===== config.mk =====
export PLATFORM = sky130hd
export DESIGN_NAME = rational_arithmetic_unit
export DESIGN_NICKNAME = d
export VERILOG_FILES = /design/src/rau_pkg.sv /design/src/rau_divider.sv /design/src/rational_arithmetic_unit.sv
export SDC_FILE = /design/constraint.sdc
export NUM_CORES = 2
export LEC_CHECK = 0
export BUFFER_PORTS_ARGS = -buffer_cell sky130_fd_sc_hd__buf_4
export CAP_MARGIN = 20
export CORE_MARGIN = 5
export CORE_UTILIZATION = 45
export DETAILED_ROUTE_END_ITERATION = 6
export RECOVER_POWER = 50
export SETUP_SLACK_MARGIN = 0.2
export SYNTH_ARGS = -nofsm -noshare
export SYNTH_HDL_FRONTEND = slang
export SYNTH_HIERARCHICAL = 1
export SYNTH_SLANG_ARGS = --single-unit
export TNS_END_PERCENT = 5

===== constraint.sdc =====
create_clock -name aclk -period 10.6 [get_ports aclk]
set_input_delay 0.53 -clock aclk [delete_from_list [all_inputs] [get_ports aclk]]
set_output_delay 0.53 -clock aclk [all_outputs]
set_load 0.01 [all_outputs]

===== src/rau_pkg.sv =====
package rau_pkg;

    localparam int RES_NUM_W = 32;
    localparam int RES_DEN_W = 30;

    localparam logic [RES_NUM_W-2:0] NUM_SAT = 31'h7FFF_FFFF;
    localparam logic [RES_DEN_W-1:0] DEN_SAT = 30'h3FFF_FFFF;

    typedef enum logic [3:0] {
        OP_ADD = 4'd0,
        OP_SUB = 4'd1,
        OP_MUL = 4'd2,
        OP_DIV = 4'd3,
        OP_GT  = 4'd4,
        OP_LT  = 4'd5,
        OP_GE  = 4'd6,
        OP_LE  = 4'd7,
        OP_EQ  = 4'd8,
        OP_NE  = 4'd9
    } op_t;

    typedef enum logic [3:0] {
        ST_IDLE,
        ST_MUL_L,
        ST_MUL_R,
        ST_MUL_P,
        ST_MUL_D,
        ST_SETUP,
        ST_GCD,
        ST_DIV_N,
        ST_DIV_D,
        ST_FIN
    } state_t;

endpackage


===== src/rau_divider.sv =====
module rau_divider #(
    parameter int WIDTH = 31
) (
    input  logic             aclk,
    input  logic             aresetn,
    input  logic             start,
    input  logic [WIDTH-1:0] dividend,
    input  logic [WIDTH-1:0] divisor,
    output logic             done,
    output logic [WIDTH-1:0] quotient
);

    localparam int CW = $clog2(WIDTH);

    logic             busy_reg, busy_next;
    logic             done_reg, done_next;
    logic [CW-1:0]    cnt_reg, cnt_next;
    logic [WIDTH-1:0] rem_reg, rem_next;
    logic [WIDTH-1:0] quo_reg, quo_next;
    logic [WIDTH-1:0] dsr_reg, dsr_next;

    logic [WIDTH:0]   rem_shift;
    logic [WIDTH:0]   diff;
    logic             borrow;

    // restoring division, one quotient bit per cycle
    always_comb begin
        rem_shift = {rem_reg, quo_reg[WIDTH-1]};
        diff      = rem_shift - {1'b0, dsr_reg};
        borrow    = diff[WIDTH];

        busy_next = busy_reg;
        done_next = 1'b0;
        cnt_next  = cnt_reg;
        rem_next  = rem_reg;
        quo_next  = quo_reg;
        dsr_next  = dsr_reg;

        if (start) begin
            busy_next = 1'b1;
            cnt_next  = '0;
            rem_next  = '0;
            quo_next  = dividend;
            dsr_next  = divisor;
        end else if (busy_reg) begin
            rem_next = borrow ? rem_shift[WIDTH-1:0] : diff[WIDTH-1:0];
            quo_next = {quo_reg[WIDTH-2:0], ~borrow};
            cnt_next = cnt_reg + 1'b1;
            if (cnt_reg == CW'(WIDTH - 1)) begin
                busy_next = 1'b0;
                done_next = 1'b1;
            end
        end
    end

    always_ff @(posedge aclk) begin
        if (!aresetn) begin
            busy_reg <= 1'b0;
            done_reg <= 1'b0;
            cnt_reg  <= '0;
        end else begin
            busy_reg <= busy_next;
            done_reg <= done_next;
            cnt_reg  <= cnt_next;
        end
    end

    always_ff @(posedge aclk) begin
        rem_reg <= rem_next;
        quo_reg <= quo_next;
        dsr_reg <= dsr_next;
    end

    assign done     = done_reg;
    assign quotient = quo_reg;

endmodule


===== src/rational_arithmetic_unit.sv =====
// Rational arithmetic unit.
// Input requests arrive on the s_ stream: s_tuser carries the operation code,
// s_tdata the two fractions a and b. One result request leaves on the m_ stream
// per input: the reduced fraction with the comparison flag in m_tdata and the
// divide-by-zero flag in m_tuser.
// s_tready is high only while the sequencer is idle; one request is worked at
// a time. A single multiplier forms the four products in the states MUL_L,
// MUL_R, MUL_P and MUL_D, then a binary GCD loop (one shift or subtract a
// cycle) and one restoring divider (one quotient bit a cycle, run twice, of
// width W = 2*OPERAND_WIDTH-1) reduce the fraction. Comparisons finish after
// the products. The next request is accepted at the earliest on the same
// edge as the earliest result accept.
// The result sits in an output register; a new request is taken while it
// waits, and a stalled receiver only holds the next result back once that
// one is ready. aresetn (synchronous, active low) returns the sequencer to
// idle and drops m_tvalid.
module rational_arithmetic_unit #(
    parameter int OPERAND_WIDTH = 16
) (
    input  logic                                        aclk,
    input  logic                                        aresetn,
    input  logic                                        s_tvalid,
    output logic                                        s_tready,
    // a_num, a_den, b_num, b_den, zero pad
    input  logic [((4*OPERAND_WIDTH-2+7)/8)*8-1:0]      s_tdata,
    // operation
    input  logic [3:0]                                  s_tuser,
    output logic                                        m_tvalid,
    input  logic                                        m_tready,
    // res_num, res_den, compare_true, zero pad
    output logic [63:0]                                 m_tdata,
    // div_by_zero
    output logic [0:0]                                  m_tuser
);

    localparam int N  = OPERAND_WIDTH;
    localparam int W  = 2 * N - 1;
    localparam int XW = (W > 32) ? W : 32;

    rau_pkg::state_t state_reg, state_next;
    rau_pkg::op_t    op_reg, op_next;

    logic         an_neg_reg, an_neg_next;
    logic [N-1:0] an_mag_reg, an_mag_next;
    logic [N-2:0] ad_reg, ad_next;
    logic         bn_neg_reg, bn_neg_next;
    logic [N-1:0] bn_mag_reg, bn_mag_next;
    logic [N-2:0] bd_reg, bd_next;

    logic [W-1:0] left_reg, left_next;
    logic [W-1:0] right_reg, right_next;
    logic [W-1:0] pn_reg, pn_next;
    logic [W-1:0] pd_reg, pd_next;

    logic [W-1:0] u_reg, u_next;
    logic [W-1:0] v_reg, v_next;
    logic [W-1:0] num_reg, num_next;
    logic [W-1:0] den_reg, den_next;
    logic         neg_reg, neg_next;
    logic         cmp_reg, cmp_next;
    logic         dz_reg, dz_next;
    logic [W-1:0] qn_reg, qn_next;
    logic [W-1:0] qd_reg, qd_next;

    logic                          m_tvalid_reg, m_tvalid_next;
    logic [rau_pkg::RES_NUM_W-1:0] out_num_reg, out_num_next;
    logic [rau_pkg::RES_DEN_W-1:0] out_den_reg, out_den_next;
    logic                          out_cmp_reg, out_cmp_next;
    logic                          out_dz_reg, out_dz_next;

    logic [N-1:0]   in_an, in_bn;
    logic [N-2:0]   in_ad, in_bd;
    logic [N-1:0]   mul_x, mul_y;
    logic [2*N-1:0] product;

    logic         div_start, div_done;
    logic [W-1:0] div_dividend, div_quotient;

    logic         sum_neg, r_neg;
    logic [W-1:0] sum_mag;
    logic signed [W:0] lv, rv;

    logic [XW-1:0]                 qn_ext, qd_ext;
    logic [rau_pkg::RES_NUM_W-2:0] fin_mag;
    logic [rau_pkg::RES_DEN_W-1:0] fin_den;

    assign in_an = s_tdata[N-1:0];
    assign in_ad = s_tdata[2*N-2:N];
    assign in_bn = s_tdata[3*N-2:2*N-1];
    assign in_bd = s_tdata[4*N-3:3*N-1];

    // shared multiplier
    always_comb begin
        mul_x = an_mag_reg;
        mul_y = {1'b0, bd_reg};
        unique case (state_reg)
            rau_pkg::ST_MUL_R: begin
                mul_x = bn_mag_reg;
                mul_y = {1'b0, ad_reg};
            end
            rau_pkg::ST_MUL_P: begin
                mul_x = an_mag_reg;
                mul_y = bn_mag_reg;
            end
            rau_pkg::ST_MUL_D: begin
                mul_x = {1'b0, ad_reg};
                mul_y = {1'b0, bd_reg};
            end
            default: begin
                mul_x = an_mag_reg;
                mul_y = {1'b0, bd_reg};
            end
        endcase
        product = mul_x * mul_y;
    end

    // signed sum of the cross products, sign of b flipped for subtract
    always_comb begin
        r_neg = (op_reg == rau_pkg::OP_SUB) ? ~bn_neg_reg : bn_neg_reg;
        if (an_neg_reg == r_neg) begin
            sum_neg = an_neg_reg;
            sum_mag = left_reg + right_reg;
        end else if (left_reg >= right_reg) begin
            sum_neg = an_neg_reg;
            sum_mag = left_reg - right_reg;
        end else begin
            sum_neg = r_neg;
            sum_mag = right_reg - left_reg;
        end
        lv = an_neg_reg ? -$signed({1'b0, left_reg})  : $signed({1'b0, left_reg});
        rv = bn_neg_reg ? -$signed({1'b0, right_reg}) : $signed({1'b0, right_reg});
    end

    // saturation of the reduced result
    always_comb begin
        qn_ext  = XW'(qn_reg);
        qd_ext  = XW'(qd_reg);
        fin_mag = (qn_ext > XW'(rau_pkg::NUM_SAT)) ? rau_pkg::NUM_SAT
                                                   : qn_ext[rau_pkg::RES_NUM_W-2:0];
        fin_den = (qd_ext > XW'(rau_pkg::DEN_SAT)) ? rau_pkg::DEN_SAT
                                                   : qd_ext[rau_pkg::RES_DEN_W-1:0];
    end

    assign div_dividend = (state_reg == rau_pkg::ST_GCD) ? num_reg : den_reg;

    rau_divider #(
        .WIDTH (W)
    ) u_divider (
        .aclk     (aclk),
        .aresetn  (aresetn),
        .start    (div_start),
        .dividend (div_dividend),
        .divisor  (v_reg),
        .done     (div_done),
        .quotient (div_quotient)
    );

    always_comb begin
        state_next    = state_reg;
        op_next       = op_reg;
        an_neg_next   = an_neg_reg;
        an_mag_next   = an_mag_reg;
        ad_next       = ad_reg;
        bn_neg_next   = bn_neg_reg;
        bn_mag_next   = bn_mag_reg;
        bd_next       = bd_reg;
        left_next     = left_reg;
        right_next    = right_reg;
        pn_next       = pn_reg;
        pd_next       = pd_reg;
        u_next        = u_reg;
        v_next        = v_reg;
        num_next      = num_reg;
        den_next      = den_reg;
        neg_next      = neg_reg;
        cmp_next      = cmp_reg;
        dz_next       = dz_reg;
        qn_next       = qn_reg;
        qd_next       = qd_reg;
        out_num_next  = out_num_reg;
        out_den_next  = out_den_reg;
        out_cmp_next  = out_cmp_reg;
        out_dz_next   = out_dz_reg;
        m_tvalid_next = m_tvalid_reg && !m_tready;
        div_start     = 1'b0;
        s_tready      = 1'b0;

        unique case (state_reg)
            rau_pkg::ST_IDLE: begin
                s_tready = 1'b1;
                if (s_tvalid) begin
                    op_next     = rau_pkg::op_t'(s_tuser);
                    an_neg_next = in_an[N-1];
                    an_mag_next = in_an[N-1] ? -in_an : in_an;
                    ad_next     = (in_ad == '0) ? (N-1)'(1) : in_ad;
                    bn_neg_next = in_bn[N-1];
                    bn_mag_next = in_bn[N-1] ? -in_bn : in_bn;
                    bd_next     = (in_bd == '0) ? (N-1)'(1) : in_bd;
                    state_next  = rau_pkg::ST_MUL_L;
                end
            end
            rau_pkg::ST_MUL_L: begin
                left_next  = product[W-1:0];
                state_next = rau_pkg::ST_MUL_R;
            end
            rau_pkg::ST_MUL_R: begin
                right_next = product[W-1:0];
                state_next = rau_pkg::ST_MUL_P;
            end
            rau_pkg::ST_MUL_P: begin
                pn_next    = product[W-1:0];
                state_next = rau_pkg::ST_MUL_D;
            end
            rau_pkg::ST_MUL_D: begin
                pd_next    = product[W-1:0];
                state_next = rau_pkg::ST_SETUP;
            end
            rau_pkg::ST_SETUP: begin
                neg_next   = 1'b0;
                cmp_next   = 1'b0;
                dz_next    = 1'b0;
                qn_next    = '0;
                qd_next    = '0;
                state_next = rau_pkg::ST_FIN;
                unique case (op_reg) inside
                    rau_pkg::OP_ADD, rau_pkg::OP_SUB: begin
                        neg_next   = sum_neg;
                        u_next     = sum_mag;
                        num_next   = sum_mag;
                        v_next     = pd_reg;
                        den_next   = pd_reg;
                        state_next = rau_pkg::ST_GCD;
                    end
                    rau_pkg::OP_MUL: begin
                        neg_next   = an_neg_reg ^ bn_neg_reg;
                        u_next     = pn_reg;
                        num_next   = pn_reg;
                        v_next     = pd_reg;
                        den_next   = pd_reg;
                        state_next = rau_pkg::ST_GCD;
                    end
                    rau_pkg::OP_DIV: begin
                        if (bn_mag_reg == '0) begin
                            dz_next = 1'b1;
                            qd_next = W'(1);
                        end else begin
                            neg_next   = an_neg_reg ^ bn_neg_reg;
                            u_next     = left_reg;
                            num_next   = left_reg;
                            v_next     = right_reg;
                            den_next   = right_reg;
                            state_next = rau_pkg::ST_GCD;
                        end
                    end
                    rau_pkg::OP_GT: cmp_next = lv > rv;
                    rau_pkg::OP_LT: cmp_next = lv < rv;
                    rau_pkg::OP_GE: cmp_next = lv >= rv;
                    rau_pkg::OP_LE: cmp_next = lv <= rv;
                    rau_pkg::OP_EQ: cmp_next = lv == rv;
                    rau_pkg::OP_NE: cmp_next = lv != rv;
                    default: cmp_next = 1'b0;
                endcase
            end
            rau_pkg::ST_GCD: begin
                // binary GCD; common factors of two are stripped from the
                // operands as well so that v ends as the full divisor
                if (u_reg == '0) begin
                    div_start  = 1'b1;
                    state_next = rau_pkg::ST_DIV_N;
                end else if (!u_reg[0] && !v_reg[0]) begin
                    u_next   = u_reg >> 1;
                    v_next   = v_reg >> 1;
                    num_next = num_reg >> 1;
                    den_next = den_reg >> 1;
                end else if (!u_reg[0]) begin
                    u_next = u_reg >> 1;
                end else if (!v_reg[0]) begin
                    v_next = v_reg >> 1;
                end else if (u_reg >= v_reg) begin
                    u_next = u_reg - v_reg;
                end else begin
                    v_next = v_reg - u_reg;
                end
            end
            rau_pkg::ST_DIV_N: begin
                if (div_done) begin
                    qn_next    = div_quotient;
                    div_start  = 1'b1;
                    state_next = rau_pkg::ST_DIV_D;
                end
            end
            rau_pkg::ST_DIV_D: begin
                if (div_done) begin
                    qd_next    = div_quotient;
                    state_next = rau_pkg::ST_FIN;
                end
            end
            rau_pkg::ST_FIN: begin
                if (!m_tvalid_reg || m_tready) begin
                    out_num_next  = (neg_reg && qn_reg != '0) ? -{1'b0, fin_mag}
                                                              : {1'b0, fin_mag};
                    out_den_next  = fin_den;
                    out_cmp_next  = cmp_reg;
                    out_dz_next   = dz_reg;
                    m_tvalid_next = 1'b1;
                    state_next    = rau_pkg::ST_IDLE;
                end
            end
            default: state_next = rau_pkg::ST_IDLE;
        endcase
    end

    always_ff @(posedge aclk) begin
        if (!aresetn) begin
            state_reg    <= rau_pkg::ST_IDLE;
            m_tvalid_reg <= 1'b0;
        end else begin
            state_reg    <= state_next;
            m_tvalid_reg <= m_tvalid_next;
        end
    end

    always_ff @(posedge aclk) begin
        op_reg      <= op_next;
        an_neg_reg  <= an_neg_next;
        an_mag_reg  <= an_mag_next;
        ad_reg      <= ad_next;
        bn_neg_reg  <= bn_neg_next;
        bn_mag_reg  <= bn_mag_next;
        bd_reg      <= bd_next;
        left_reg    <= left_next;
        right_reg   <= right_next;
        pn_reg      <= pn_next;
        pd_reg      <= pd_next;
        u_reg       <= u_next;
        v_reg       <= v_next;
        num_reg     <= num_next;
        den_reg     <= den_next;
        neg_reg     <= neg_next;
        cmp_reg     <= cmp_next;
        dz_reg      <= dz_next;
        qn_reg      <= qn_next;
        qd_reg      <= qd_next;
        out_num_reg <= out_num_next;
        out_den_reg <= out_den_next;
        out_cmp_reg <= out_cmp_next;
        out_dz_reg  <= out_dz_next;
    end

    assign m_tvalid = m_tvalid_reg;
    assign m_tdata  = {1'b0, out_cmp_reg, out_den_reg, out_num_reg};
    assign m_tuser  = out_dz_reg;

`ifndef NO_ASSERTIONS
    a_div_done_state: assert property (@(posedge aclk) disable iff (!aresetn)
        div_done |-> (state_reg == rau_pkg::ST_DIV_N || state_reg == rau_pkg::ST_DIV_D))
        else $error("divider finished outside a division step");

    a_gcd_divisor: assert property (@(posedge aclk) disable iff (!aresetn)
        state_reg == rau_pkg::ST_GCD |-> v_reg != '0)
        else $error("GCD divisor reached zero");

    a_dz_result: assert property (@(posedge aclk) disable iff (!aresetn)
        m_tvalid_reg && out_dz_reg |->
            out_num_reg == '0 && out_den_reg == rau_pkg::RES_DEN_W'(1) && !out_cmp_reg)
        else $error("divide by zero result is not 0/1");

    a_cmp_result: assert property (@(posedge aclk) disable iff (!aresetn)
        m_tvalid_reg && out_cmp_reg |-> out_num_reg == '0 && out_den_reg == '0)
        else $error("comparison result carries a fraction");

    a_accept_start: assert property (@(posedge aclk) disable iff (!aresetn)
        s_tvalid && s_tready |=> state_reg == rau_pkg::ST_MUL_L)
        else $error("accepted request did not start the products");
`endif

endmodule

### Yosys cells after proc, flatten, opt, wreduce, memory -nomap -nowiden

Cells that the tools add are included.

| cells by class | value |
|---|---|
| $mul | 1 |
| add/subtract/negate cells | 12 |
| mux-type cells | 65 |
| order comparisons | 7 |
| reductions and logical operators | 34 |
| equal/unequal tests | 36 |
| bitwise logic cells | 5 |

Operator list:

| operator | count |
|---|---|
| 31-bit 2-to-1 mux | 24 |
| 31-bit case mux with 2 select lines | 7 |
| 31-bit subtractor | 4 |
| 31-bit negation with 32-bit output | 3 |
| 31-bit case mux with 3 select lines | 1 |
| 32-bit 2-to-1 mux | 2 |
| 16-bit case mux with 2 select lines | 2 |
| 31-bit >= comparator | 2 |
| 4-bit case mux with 10 select lines | 1 |
| 32-bit == test | 1 |
| 4-bit by 3-bit == test with 1-bit output, second input constant | 8 |
| 32-bit >= comparator | 1 |
| 32-bit greater-than comparator | 1 |
| 32-bit <= comparator | 1 |
| 32-bit less-than comparator | 1 |
| 32-bit != test | 1 |
| 16-bit negation | 2 |
| 32-bit by 31-bit subtractor with 32-bit output | 1 |
| 31-bit adder | 1 |
| 31-bit by 30-bit greater-than comparator with 1-bit output, second input constant | 1 |
| 31-bit logical NOT | 1 |
| 16-bit by 16-bit multiplier with 31-bit output | 1 |
| 31-bit nonzero test | 1 |
| 15-bit logical NOT | 2 |
| other kinds (34) | 90 |

| word-level totals | value |
|---|---|
| word-level logic and storage cells | 197 |
| input port bits | 72 |
| bits in registers | 550 |

### Logic depth before layout (Yosys ltp)

| depth | value |
|---|---|
| word-level depth | 7 |
| gate-level depth with buffers | 31 |
| depth with buffers taken out | 28 |

### Cells and area by module

The synthesis kept the hierarchy.

By module, submodules not included:

| module | area each (sq um) | times used | cells each | sequential area each (sq um) |
|---|---|---|---|---|
| rational_arithmetic_unit | 38135.3 | 1 | 4086 | 13462.9 |
| rau_divider | 5839.4 | 1 | 571 | 2622.5 |

### Worst setup path before layout

Ideal clock, no wire load.

| path | value |
|---|---|
| kind | register -> register |
| from | reg state_reg[0] |
| to | reg left_reg[27] (data pin) |
| stages on the path, launching flop included | 29 |
| data required time | 10.320 ns |
| period minus slack after synthesis | 8.407 ns |
| arrival | 8.127 ns |
| library setup time | 0.280 ns |
| path buffers | 3 |
| path slack | 2.193 ns |
| cells stage by stage | dfxtp_1 clkbuf_1 nand2b_1 nor3_1 clkbuf_1 a22oi_1 nand2_1 clkbuf_1 nand2_1 fa_1 fa_1 fa_1 fa_1 inv_1 fa_1 inv_1 fa_1 inv_1 ha_1 nand3_1 a211oi_1 a21oi_1 o21ai_0 o41ai_1 o21ai_0 a21oi_1 nor2b_1 o41ai_1 xnor2_1 |

| on the way | value |
|---|---|
| longest elaborated chain between the ends | 3 |
| elaborated cells on any way between the ends | 6 |
| those cells by class | 1 x mul; 3 x eq/ne; 2 x mux |

Ends and longest elaborated chain:

| element | RTL line | RTL |
|---|---|---|
| start, declared | rational_arithmetic_unit.sv:40 | `rau_pkg::state_t state_reg, state_next;` |
| start signal, assigned | rational_arithmetic_unit.sv:315 | `state_reg <= rau_pkg::ST_IDLE;` |
| start signal, assigned | rational_arithmetic_unit.sv:318 | `state_reg <= state_next;` |
| 4-bit by 3-bit == test with 1-bit output or 4-bit by 2-bit == test with 1-bit output (tied branches) | rational_arithmetic_unit.sv:96 | `unique case (state_reg)` |
| 16-bit case mux with 2 select lines | rational_arithmetic_unit.sv:96 |  |
| 16-bit by 16-bit multiplier with 31-bit output (*) | rational_arithmetic_unit.sv:114 | `product = mul_x * mul_y;` |
| via product[27] | rational_arithmetic_unit.sv:74 | `logic [2*N-1:0] product;` |
| end signal, assigned | rational_arithmetic_unit.sv:331 | `left_reg <= left_next;` |
| end, declared | rational_arithmetic_unit.sv:50 | `logic [W-1:0] left_reg, left_next;` |

Mark *: on every way through the listed nets, which the timed path passes. The rest lies on a longest branch.
A chain may end at the register's enable or synchronous reset.

### Final worst setup path

| path | value |
|---|---|
| from | reg state_reg[1] |
| to | reg pd_reg[29] (data pin) |

| on the way | value |
|---|---|
| longest elaborated chain between the ends | 3 |
| elaborated cells on any way between the ends | 6 |
| those cells by class | 1 x mul; 3 x eq/ne; 2 x mux |

Ends and longest elaborated chain:

| element | RTL line | RTL |
|---|---|---|
| 4-bit by 3-bit == test with 1-bit output or 4-bit by 2-bit == test with 1-bit output (tied branches) | rational_arithmetic_unit.sv:96 |  |
| 16-bit case mux with 2 select lines | rational_arithmetic_unit.sv:96 |  |
| 16-bit by 16-bit multiplier with 31-bit output (*) | rational_arithmetic_unit.sv:114 |  |
| via product[29] | rational_arithmetic_unit.sv:74 |  |
| end signal, assigned | rational_arithmetic_unit.sv:334 | `pd_reg <= pd_next;` |
| end, declared | rational_arithmetic_unit.sv:53 | `logic [W-1:0] pd_reg, pd_next;` |

Marks and branches as above.

==> impl_metrics.env <==
export IMPL_outcome="finished, violations left"
export IMPL_failed_checks="max-capacitance violations, max-slew violations"
export IMPL_grt_usage_pct=25.2
export IMPL_htreeDepth=2
export IMPL_synth_distinct_cells=97
export IMPL_antenna_found_initial=3
export IMPL_gp_congestion=0.955
export IMPL_r2r_end="pd_reg[29]"
export IMPL_io_buffers=135
export IMPL_postSynthCellCount=4657
export IMPL_synth_area_per_cell_um2=9.44
export IMPL_fmax_ghz=0.107
export IMPL_yosys_area_top_type_share_pct=34.6
export IMPL_final_common_cell="nand2_1"
export IMPL_clock_latency_ns=0.67
export IMPL_dpl_cell_area_um2=46100
export IMPL_dieArea_um2=104000
export IMPL_synth_warnings=6
export IMPL_num_vias=34600
export IMPL_die_x_um=323
export IMPL_cts_sinks=550
export IMPL_via_per_inst=5.78
export IMPL_initial_core_util_pct=45.4
export IMPL_period_share_pct=88.1
export IMPL_setup_tns_ns=0
export IMPL_crit_start="state_reg[1]"
export IMPL_reg2reg_from="state_reg[1]"
export IMPL_synth_top_area_cell="edfxtp_1"
export IMPL_core_um2=96900
export IMPL_worstSetupEndpointType="flip-flop"
export IMPL_grt_pass1_wl_mm=203
export IMPL_fin_crit_ns=9.34
export IMPL_final_nets=5251
export IMPL_numCtsBuffers=60
export IMPL_synthArstFlopShare_pct=0
export IMPL_synth_fp_nets=5251
export IMPL_syn2layout_area_growth_pct=8.53
export IMPL_dr_first_iter_drc_count=3448
export IMPL_cts_root_buffer_cell="clkbuf_16"
export IMPL_grt_max_degree=173
export IMPL_rows=114
export IMPL_r2r_slack_ns=1.26
export IMPL_worst_setup_path_start_kind="flip-flop"
export IMPL_clk_path_buf_depth=3
export IMPL_worstPathRequired_ns=10.93
export IMPL_clock_skew_ns=0.0477
export IMPL_arrival_ns=9.67
export IMPL_crit_end="pd_reg[29]"
export IMPL_path_max_fanout=20
export IMPL_nFillCells=9231
export IMPL_worstRegToRegCells=26
export IMPL_hold_viol=0
export IMPL_grt_ovfl_total=0
export IMPL_path_clk_slew_ns=0.06
export IMPL_max_slew_margin_pct=-145
export IMPL_finalSetupViolations=0
export IMPL_synth_seq_cells=550
export IMPL_synth_area_um2=44000
export IMPL_final_cell_area_um2=47700
export IMPL_drc=0
export IMPL_grt_pass1_vias=33200
export IMPL_cap_violations=7
export IMPL_cts_tree="built"
export IMPL_cts_hold_buf=0
export IMPL_wl_per_cell_um=22.5
export IMPL_first_pass_iters=6
export IMPL_drt_total_wl_mm=135
export IMPL_mostFrequentLayoutCells="546 x nand2_1, 507 x edfxtp_1, 470 x inv_1, 389 x nor2_1, 323 x ha_1"
export IMPL_yosysSeqAreaShare_pct=36.6
export IMPL_ant_nets=0
export IMPL_largest_reg_flops=32
export IMPL_synth_top_cells_by_area="edfxtp_1 35%, ha_1 9.2%, fa_1 9.1%"
export IMPL_area_sequential_um2=16100
export IMPL_rsz0062_at_grt="false"
export IMPL_synth_flop_cell="edfxtp_1"
export IMPL_fin_cells=5989
export IMPL_cts_resized=0
export IMPL_slew_violations=310
export IMPL_dp_hpwl_mm=106
export IMPL_layout_drive_gt1_share_pct=6.97
export IMPL_dieHeight_um=323
export IMPL_holdCritStartpoint="s_tuser[0]"
export IMPL_worst_slew_pin_transition_ns=3.68
export IMPL_hold_path_class="input port to flip-flop"
export IMPL_post_cts_setup_buffers=0
export IMPL_dp_cells=5869
export IMPL_final_util_pct=49.3
export IMPL_multiInputGateArea_um2=25100
export IMPL_pin_count=139
export IMPL_synth_edf_count=507
export IMPL_critical_path_class="flip-flop to flip-flop"
[cell usage after synthesis (43+ instances only)]
cell      count
nand3_1      51
mux2i_1      57
a211oi_1     45
nor2_1      391
fa_1        199
clkbuf_1    211
a21o_1      107
nand4_1      51
edfxtp_1    507
a31oi_1      73
o21ai_0     200
inv_1       470
a21oi_1     257
xnor2_1     200
and2_1       91
nand2_1     546
nor3_1       61
xor2_1       51
o31ai_1      52
dfxtp_1      43
ha_1        323
[cell type report]
type / count / area share (%)
clock inverter: 49 / 1.14
inverter: 470 / 3.70
antenna: 4 / 0.0210
sequential: 550 / 33.7
multi-input combinational: 3383 / 52.7
clock buffer: 65 / 3.19
timing repair buffer: 192 / 2.23
tap: 1276 / 3.35
[layer usage]
layer | share of wire (%) | GRT usage (%) | wire length, µm
met1 | 43 | 34.9 | 58200
met2 | 47 | 41.8 | 64000
met3 | 5.9 | 3.10 | 7970
met4 | 3.4 | 8.03 | 4590
met5 | 0.0096 | 0 | 13
[metrics by stage]
| step | hold WS [ns] | setup WS, ns |
|---|---|---|
| after floorplan | 0.400 | 2.19 |
| final | 0.0691 | 1.26 |
| after CTS | 0.00667 | 1.43 |
| after detailed placement | 0.443 | 1.51 |
| after global routing | 0.0391 | 0.671 |
| after global placement | 0.470 | 1.61 |
[critical path: stages (launching register included)]
cell and delay (ns):
dfxtp_1 0.57, nand2b_1 0.25, nor3_1 0.24, clkbuf_1 0.83
a22oi_1 0.33, nand2_1 0.58, nand2_1 0.18, fa_1 0.54
fa_1 0.48, fa_1 0.48, fa_1 0.50, inv_1 0.05
fa_1 0.52, inv_1 0.05, fa_1 0.47, inv_1 0.04
ha_1 0.37, nand3_1 0.10, a211oi_1 0.19, a21oi_1 0.14
o21ai_0 0.39, o41ai_1 0.19, o21ai_0 0.31, a21oi_1 0.11
nor2b_1 0.26, o221ai_1 0.19, xnor2_1 0.60
[kinds of logic (layout without fill, tap and decap cells)]
kind of cell    count (synthesis)  count (layout)  synth area share (%)
fa+ha+maj                     522             522                  18.2
compound gates               1055            1055                  16.1
mux                            98              98                  2.35
buf+inv                       724             776                  6.37
xor+xnor                      251             251                  5.00
simple gates                 1456            1456                  15.3
other cells                     1               5               0.00853
flops                         550             550                  36.6
[worst min-delay path by stage]
stage | depth (start not counted) | slack, ns | to
after floorplan | 0 | 0.40 | m_tuser
after global placement | 2 | 0.47 | u_divider/rem_reg[19]
after detailed placement | 0 | 0.44 | m_tuser
after CTS | 1 | 0.007 | op_reg[3]
after global routing | 1 | 0.04 | op_reg[0]
final | 1 | 0.07 | op_reg[0]
Power is not shown: default switching activity piles up to over one toggle a cycle in this logic, so the estimate is an artifact.
